==> src/design/irie_pkg.sv <==
// ----------------------------------------------------------------------------
// irie_pkg
// Shared types and constants for the ICMP reply identifier extractor.
// ----------------------------------------------------------------------------
package irie_pkg;

  typedef enum logic [1:0] {
    KIND_INVALID  = 2'd0,
    KIND_ECHO     = 2'd1,
    KIND_TIME_EXC = 2'd2
  } reply_kind_t;

  typedef enum logic [1:0] {
    VER_UNKNOWN = 2'd0,
    VER_IPV4    = 2'd1,
    VER_IPV6    = 2'd2,
    VER_UNUSED  = 2'd3
  } ip_ver_t;

  localparam logic [7:0] V4_ECHO_REPLY    = 8'd0;
  localparam logic [7:0] V4_TIME_EXCEEDED = 8'd11;
  localparam logic [7:0] V6_ECHO_REPLY    = 8'd129;
  localparam logic [7:0] V6_TIME_EXCEEDED = 8'd3;
  localparam logic [7:0] QUOTE_SKIP       = 8'h08;
  localparam logic [7:0] V6_QUOTE_START   = 8'd48;
  localparam logic [7:0] OFFSET_MAX       = 8'd255;

endpackage

==> src/design/icmp_reply_id_extractor.sv <==
// ----------------------------------------------------------------------------
// icmp_reply_id_extractor
// Parses a received ICMP packet byte by byte and reports the echo identifier
// and sequence number of an echo reply or of the request quoted in a time
// exceeded message.
// ----------------------------------------------------------------------------
//  channel | ports                                   | direction
//  --------+-----------------------------------------+----------
//  in      | in_valid in_stall in_data_byte          | word in
//          | in_last_byte                            |
//  out     | out_valid out_stall out_reply_kind      | word out
//          | out_ident out_seq_number                |
//  cfg     | cfg_wr_en cfg_wr_data (ip_version)      | write only
//
// One word per clock is accepted while in_stall is low. A word passes an
// input register, then the parse logic updates the packet state; a last-byte
// word loads the result register. in_stall is raised only while the input
// register holds a last byte and a result waits under out_stall. Reset
// (rst_n, synchronous) clears the pipeline valids, the packet state and
// ip_version.
// ----------------------------------------------------------------------------
module icmp_reply_id_extractor (
  input  logic        clk,
  input  logic        rst_n,
  input  logic        in_valid,
  output logic        in_stall,
  input  logic [7:0]  in_data_byte,
  input  logic        in_last_byte,
  output logic        out_valid,
  input  logic        out_stall,
  output logic [1:0]  out_reply_kind,
  output logic [15:0] out_ident,
  output logic [15:0] out_seq_number,
  input  logic        cfg_wr_en,
  input  logic [1:0]  cfg_wr_data
);

  logic [1:0]  ip_version_r;

  logic        s1_valid_r;
  logic [7:0]  s1_byte_r;
  logic        s1_last_r;

  logic [7:0]  byte_offset_r, byte_offset_nxt;
  logic [5:0]  outer_len_r, outer_len_nxt;
  logic [5:0]  inner_len_r, inner_len_nxt;
  logic [7:0]  msg_type_r, msg_type_nxt;
  logic [7:0]  msg_code_r, msg_code_nxt;
  logic [15:0] ident_acc_r, ident_acc_nxt;
  logic [15:0] seq_acc_r, seq_acc_nxt;
  logic        fields_seen_r, fields_seen_nxt;

  logic        out_valid_r, out_valid_nxt;
  logic [1:0]  out_kind_r, out_kind_nxt;
  logic [15:0] out_ident_r, out_ident_nxt;
  logic [15:0] out_seq_r, out_seq_nxt;

  logic        advance;
  logic        s1_load;
  logic        is_v4, is_v6;
  logic [7:0]  pos, hdr, base;
  logic        take;
  logic [1:0]  kind;

  // A non-last word never produces a result, so it may leave the input
  // register even while the result register is blocked.
  assign advance  = s1_valid_r && (!s1_last_r || !out_valid_r || !out_stall);
  assign in_stall = s1_valid_r && !advance;
  assign s1_load  = in_valid && !in_stall;

  assign is_v4 = (ip_version_r == irie_pkg::VER_IPV4);
  assign is_v6 = (ip_version_r == irie_pkg::VER_IPV6);
  assign pos   = byte_offset_r;

  always_comb begin
    outer_len_nxt   = outer_len_r;
    inner_len_nxt   = inner_len_r;
    msg_type_nxt    = msg_type_r;
    msg_code_nxt    = msg_code_r;
    ident_acc_nxt   = ident_acc_r;
    seq_acc_nxt     = seq_acc_r;
    fields_seen_nxt = fields_seen_r;
    byte_offset_nxt = byte_offset_r;
    hdr             = 8'd0;
    base            = 8'd0;
    take            = 1'b0;
    kind            = irie_pkg::KIND_INVALID;

    if (is_v4) begin
      if (pos == 8'd0) begin
        outer_len_nxt = {s1_byte_r[3:0], 2'b00};
      end
      hdr = {2'b00, outer_len_nxt};
      if (pos == hdr) begin
        msg_type_nxt = s1_byte_r;
      end
      if (pos == hdr + 8'd1) begin
        msg_code_nxt = s1_byte_r;
      end
      if (msg_type_nxt == irie_pkg::V4_ECHO_REPLY) begin
        base = hdr;
        take = 1'b1;
      end else if (msg_type_nxt == irie_pkg::V4_TIME_EXCEEDED) begin
        if (pos == hdr + irie_pkg::QUOTE_SKIP) begin
          inner_len_nxt = {s1_byte_r[3:0], 2'b00};
        end
        base = hdr + irie_pkg::QUOTE_SKIP + {2'b00, inner_len_nxt};
        take = 1'b1;
      end
    end else if (is_v6) begin
      if (pos == 8'd0) begin
        msg_type_nxt = s1_byte_r;
      end
      if (pos == 8'd1) begin
        msg_code_nxt = s1_byte_r;
      end
      if (msg_type_nxt == irie_pkg::V6_ECHO_REPLY) begin
        base = 8'd0;
        take = 1'b1;
      end else if (msg_type_nxt == irie_pkg::V6_TIME_EXCEEDED) begin
        base = irie_pkg::V6_QUOTE_START;
        take = 1'b1;
      end
    end

    if (take) begin
      if (pos == base + 8'd4) ident_acc_nxt[15:8] = s1_byte_r;
      if (pos == base + 8'd5) ident_acc_nxt[7:0]  = s1_byte_r;
      if (pos == base + 8'd6) seq_acc_nxt[15:8]   = s1_byte_r;
      if (pos == base + 8'd7) begin
        seq_acc_nxt[7:0] = s1_byte_r;
        fields_seen_nxt  = 1'b1;
      end
    end

    if (fields_seen_nxt && msg_code_nxt == 8'd0) begin
      if (is_v4) begin
        if (msg_type_nxt == irie_pkg::V4_ECHO_REPLY) begin
          kind = irie_pkg::KIND_ECHO;
        end else if (msg_type_nxt == irie_pkg::V4_TIME_EXCEEDED) begin
          kind = irie_pkg::KIND_TIME_EXC;
        end
      end else if (is_v6) begin
        if (msg_type_nxt == irie_pkg::V6_ECHO_REPLY) begin
          kind = irie_pkg::KIND_ECHO;
        end else if (msg_type_nxt == irie_pkg::V6_TIME_EXCEEDED) begin
          kind = irie_pkg::KIND_TIME_EXC;
        end
      end
    end

    if (byte_offset_r != irie_pkg::OFFSET_MAX) begin
      byte_offset_nxt = byte_offset_r + 8'd1;
    end
  end

  always_comb begin
    out_valid_nxt = out_valid_r && out_stall;
    out_kind_nxt  = out_kind_r;
    out_ident_nxt = out_ident_r;
    out_seq_nxt   = out_seq_r;
    if (advance && s1_last_r) begin
      out_valid_nxt = 1'b1;
      out_kind_nxt  = kind;
      out_ident_nxt = (kind == irie_pkg::KIND_INVALID) ? 16'd0 : ident_acc_nxt;
      out_seq_nxt   = (kind == irie_pkg::KIND_INVALID) ? 16'd0 : seq_acc_nxt;
    end
  end

  always_ff @(posedge clk) begin
    if (!rst_n) begin
      ip_version_r  <= irie_pkg::VER_UNKNOWN;
      s1_valid_r    <= 1'b0;
      out_valid_r   <= 1'b0;
      byte_offset_r <= 8'd0;
      outer_len_r   <= 6'd0;
      inner_len_r   <= 6'd0;
      msg_type_r    <= 8'd0;
      msg_code_r    <= 8'd0;
      ident_acc_r   <= 16'd0;
      seq_acc_r     <= 16'd0;
      fields_seen_r <= 1'b0;
    end else begin
      if (cfg_wr_en) begin
        ip_version_r <= cfg_wr_data;
      end
      if (s1_load) begin
        s1_valid_r <= 1'b1;
      end else if (advance) begin
        s1_valid_r <= 1'b0;
      end
      out_valid_r <= out_valid_nxt;
      if (advance) begin
        if (s1_last_r) begin
          byte_offset_r <= 8'd0;
          outer_len_r   <= 6'd0;
          inner_len_r   <= 6'd0;
          msg_type_r    <= 8'd0;
          msg_code_r    <= 8'd0;
          ident_acc_r   <= 16'd0;
          seq_acc_r     <= 16'd0;
          fields_seen_r <= 1'b0;
        end else begin
          byte_offset_r <= byte_offset_nxt;
          outer_len_r   <= outer_len_nxt;
          inner_len_r   <= inner_len_nxt;
          msg_type_r    <= msg_type_nxt;
          msg_code_r    <= msg_code_nxt;
          ident_acc_r   <= ident_acc_nxt;
          seq_acc_r     <= seq_acc_nxt;
          fields_seen_r <= fields_seen_nxt;
        end
      end
    end
  end

  always_ff @(posedge clk) begin
    if (s1_load) begin
      s1_byte_r <= in_data_byte;
      s1_last_r <= in_last_byte;
    end
    out_kind_r  <= out_kind_nxt;
    out_ident_r <= out_ident_nxt;
    out_seq_r   <= out_seq_nxt;
  end

  assign out_valid      = out_valid_r;
  assign out_reply_kind = out_kind_r;
  assign out_ident      = out_ident_r;
  assign out_seq_number = out_seq_r;

endmodule

==> config.mk <==
export PLATFORM = sky130hd
export DESIGN_NAME = icmp_reply_id_extractor
export DESIGN_NICKNAME = d
export VERILOG_FILES = /design/src/design/irie_pkg.sv /design/src/design/icmp_reply_id_extractor.sv
export SDC_FILE = /design/constraint.sdc
export NUM_CORES = 1
export LEC_CHECK = 0
export ABC_AREA = 1
export BUFFER_PORTS_ARGS = -buffer_cell sky130_fd_sc_hd__buf_2
export CORE_UTILIZATION = 46
export CTS_CLUSTER_SIZE = 16
export DETAILED_ROUTE_END_ITERATION = 12
export SLEW_MARGIN = 20
export SYNTH_ARGS = -nofsm -noshare
export SYNTH_HDL_FRONTEND = slang
export SYNTH_SLANG_ARGS = --single-unit
==> constraint.sdc <==
create_clock -name clk -period 16.3 [get_ports clk]
set_clock_uncertainty 0.15 [all_clocks]
set_input_delay 0.815 -clock clk [delete_from_list [all_inputs] [get_ports clk]]
set_output_delay 0.815 -clock clk [all_outputs]
set_load 0.01 [all_outputs]
==> implementation parameters <==
Parameter                              Value

Outcome
  Outcome    completed

Final layout
  Net total in the final layout    between 1000 and 1500
  Fraction of layout cells with a size suffix above 1    about 18%
  Number of filler cells placed in the layout    between 1500 and 2000
  Total inserted antenna cells    0
  Layout area overhead    13.0%
  Share of the core filled with cells    a little over half

Power and ir drop
  Switching pwr    roughly 0.00024 W
  Leak pwr    about 3.6 nW
  Power per cell area    roughly 95 nW/µm²
  Comb power frac    between 10% and 20%
  Maximum VDD drop    ~0.079 mV
  Share of total power in the clock network    around 48%
  Cell Int Power    between 0.0005 and 0.0006 W
  Sequential Power Share    between 30% and 40%
  Net Sw Frac    between 20% and 30%

Synth
  Most common cell in the netlist    sky130_fd_sc_hd__nand2_1
  Ranking of synthesized cells by instance count    sky130_fd_sc_hd__nand2_1 (333), sky130_fd_sc_hd__inv_1 (126), sky130_fd_sc_hd__nand3_1 (95)
  Mean Syn Cell Area    around 7 µm²
  Number of distinct library cells after synthesis    47
  Post-synthesis net count    1122
  Number of synthesized register bits    116
  Post-synth top flop    sky130_fd_sc_hd__dfxtp_1
  Synthesis Warnings    0
  Share of the synthesized area in the top cell type    a little under a fifth
  Proportion of register bits with asynchronous set or reset after synthesis    0%
  Combined area of all synthesized cells    ~7700 µm²
  Sequential fraction of the synthesis area    35.5%
  Count of mapped cells out of synthesis    around 1100
  Largest cells by area after synthesis    sky130_fd_sc_hd__dfxtp_1 (19%), sky130_fd_sc_hd__edfxtp_1 (17%), sky130_fd_sc_hd__nand2_1 (16%)
  Top cell type by total area after synthesis    sky130_fd_sc_hd__dfxtp_1
  Post-synth EDFFs    43

Clock tree
  Maximum count of clock buffers along a single path    2
  Register clock-pin slew on the reported worst setup and hold paths    approximately 60 ps
  Clock Sink Count    roughly 120
  Inserted Clock Buffers    17
  Cells resized by post-CTS repair    0
  Post-CTS Hold Fix Bufs    0
  Cell at the root of the clock tree    sky130_fd_sc_hd__clkbuf_16
  Setup Fix Bufs, Post-CTS    0
  Clock Latency Late Sink    between 400 and 500 ps
  Count of H-tree levels built during CTS    4
  TritonCTS clock tree    yes

Floorplanning
  Chip Height    between 100 and 150 µm
  Number of placement rows    47
  DIE WIDTH    between 100 and 150 µm
  Core area    16500 µm²
  I/O pin cnt    52
  Die Footprint    about 17000 µm²
  Initial core utilization    46.9%

Timing
  Slew at the pin with the worst max-slew slack    about 950 ps
  Setup TNS    0 ps
  Final setup fails    0
  Final Hold Viols    0
  Final period utilization    42.2%
  Post-layout worst setup margin    about 9400 ps
  Setup repair after global routing missed its margin    no
  Max Fclk    between 100 and 150 MHz
  Post-layout minimum cycle time    a little under 7000 ps
  Worst max-slew margin expressed relative to the limit    between 30% and 40%
  Slew Viols, Final    0

Worst hold path
  Number of cells on the worst hold path    2
  Tightest Hold Check Type    flop to flop
  Worst Hold Endpoint    inner_len_r[0]
  Start point of the worst hold path    inner_len_r[0]

Global routing
  Number of global-route vias before repair    6697
  Combined global-route utilization of all metal layers    between 20% and 30%
  Congestion Overflow GR    0
  Wire length of the first global-routing pass    approximately 34 mm
  Largest net degree at the start of global routing    between 50 and 60
  Antenna violations before repair    0

Worst setup path
  Worst path required time    16320 ps
  Most frequent cell on the critical path    sky130_fd_sc_hd__nand2_1
  Reg2Reg Capture Point    out_seq_number[1]
  Worst Path Max Fanout    20
  Minimum setup slack among reg-to-reg paths    approximately 9400 ps
  Kind of capture point of the worst setup path    flop
  Critical path type    flop to flop
  CP max stage delay    roughly 460 ps
  Kind of cell with the highest combined delay on the critical path    simple AND/OR/NAND/NOR gates
  Beginning of the worst register-to-register path    byte_offset_r[1]
  R2R depth    34
  CP arrival    just under 7000 ps
  Startpoint type of the worst setup path    flop
  Number of buffer and inverter instances along the worst setup path    5
  Master of the slowest instance on the critical path    sky130_fd_sc_hd__buf_4

Drt
  Highest metal layer with signal wires    met4
  DRC viols    0
  Violation count after the first detailed-routing iteration    ~520
  Total length of routed met3 wires    a little under 1 mm
  Number of nets still failing antenna checks after routing    0
  Total iterations of the first detailed-routing run    5
  Wire length per cell    approximately 15 µm
  M1 WL    ~9.5 mm
  Avg Vias per Cell    roughly 5.2
  Sum of routed wire length over all layers    20.8 mm
  Routed length on met2    9.61 mm
  Overall via count from detail_route    7102

Placed design
  Worst setup slack after placement    approximately 9400 ps
  Number of port buffers    51
  Detailed placement HPWL    15.2 mm
  Global placement routability congestion    a little under 1

Run
  Count of maximum capacitance violations    0
==> worst max path at each step <==
stage	cells after the start	slack, ps	startpoint	endpoint
final	34	9420	byte_offset_r[1]	out_seq_number[1]
after global routing	34	8700	byte_offset_r[1]	out_seq_number[1]
after detailed placement	34	9450	byte_offset_r[1]	out_seq_number[1]
after CTS	34	9410	byte_offset_r[1]	out_seq_number[1]
after floorplan	37	10780	byte_offset_r[1]	out_seq_number[12]
after global placement	34	9710	byte_offset_r[1]	out_seq_number[1]
==> power by group through the flow <==
stage | Combinational (W) | Sequential (W) | Clock (W)
3_3_place_gp | 0.000120 | 0.000316 | 0
4_1_cts | 0.000121 | 0.000309 | 0.000402
6_report | 0.000122 | 0.000309 | 0.000397
5_1_grt | 0.000136 | 0.000310 | 0.000415
3_5_place_dp | 0.000120 | 0.000316 | 0
2_1_floorplan | 0.0000938 | 0.000314 | 0
==> registers in the layout, summed over array words and instances, names as in the netlist, 2 cells and up <==
signal / cells
out_seq_number: 16
inner_len_r: 6
ident_acc_r: 16
byte_offset_r: 8
msg_code_r: 8
outer_len_r: 6
ip_version_r: 2
msg_type_r: 8
s1_byte_r: 8
seq_acc_r: 16
out_ident: 16
out_reply_kind: 2
==> cell families after synthesis <==
family | Yosys count | share of synthesized area, %
buffers and inverters | 173 | 9.56
AOI/OAI and AO/OA | 149 | 10.8
xor gates and xnor gates | 14 | 1.58
and+or+nand+nor | 616 | 39.4
adders and majority gates | 19 | 3.16
DFF | 116 | 35.5
==> tightest hold or removal path: cells and delay by family, from the launching register on <==
kind | cells | cell delay (ps)
flip-flops | 1 | 310
AND/OR/NAND/NOR | 2 | 80
==> metal layers <==
layer  up-vias  GRT usage, %
li1       3636             -
met1      3216          32.3
met2       200          40.6
met3        50          4.46
met4         0          11.6
met5         -             0
==> through the flow <==
step	hold slack (ps)	instances	area [µm²]	total power (W)
global placement	274	1327	8100	0.000435
global route	316	1360	8750	0.000860
detailed placement	276	1327	8100	0.000436
CTS	284	1359	8730	0.000833
floorplan	265	1087	7750	0.000408
finish	281	1360	8750	0.000829
==> layout by cell type, fill, tap and decap left out, types with 14 or more instances in the layout <==
| master | netlist | layout |
|---|---|---|
| sky130_fd_sc_hd__buf_2 | 0 | 51 |
| sky130_fd_sc_hd__inv_1 | 126 | 125 |
| sky130_fd_sc_hd__nor3_1 | 14 | 14 |
| sky130_fd_sc_hd__edfxtp_1 | 43 | 43 |
| sky130_fd_sc_hd__nor2_1 | 38 | 36 |
| sky130_fd_sc_hd__ha_1 | 18 | 18 |
| sky130_fd_sc_hd__o21ai_0 | 39 | 39 |
| sky130_fd_sc_hd__dfxtp_1 | 73 | 73 |
| sky130_fd_sc_hd__a21oi_1 | 78 | 78 |
| sky130_fd_sc_hd__nand3_1 | 95 | 95 |
| sky130_fd_sc_hd__clkbuf_16 | 0 | 19 |
| sky130_fd_sc_hd__nor2_4 | 25 | 26 |
| sky130_fd_sc_hd__nand2_2 | 33 | 33 |
| sky130_fd_sc_hd__nand2_1 | 333 | 333 |
| sky130_fd_sc_hd__nor2_2 | 22 | 23 |
| sky130_fd_sc_hd__nand4_1 | 26 | 26 |
==> cell type report <==
class                      instances  area, µm²  share of cell area, %
clock buffer                      19        475                   5.43
tap                              220        275                   3.14
sequential                       116       2750                   31.4
inverter                         137        514                   5.87
clock inverter                    13        158                   1.80
multi-input combinational        798       4270                   48.7
timing repair buffer              57        313                   3.57
Power figures use the tool's default switching activity.
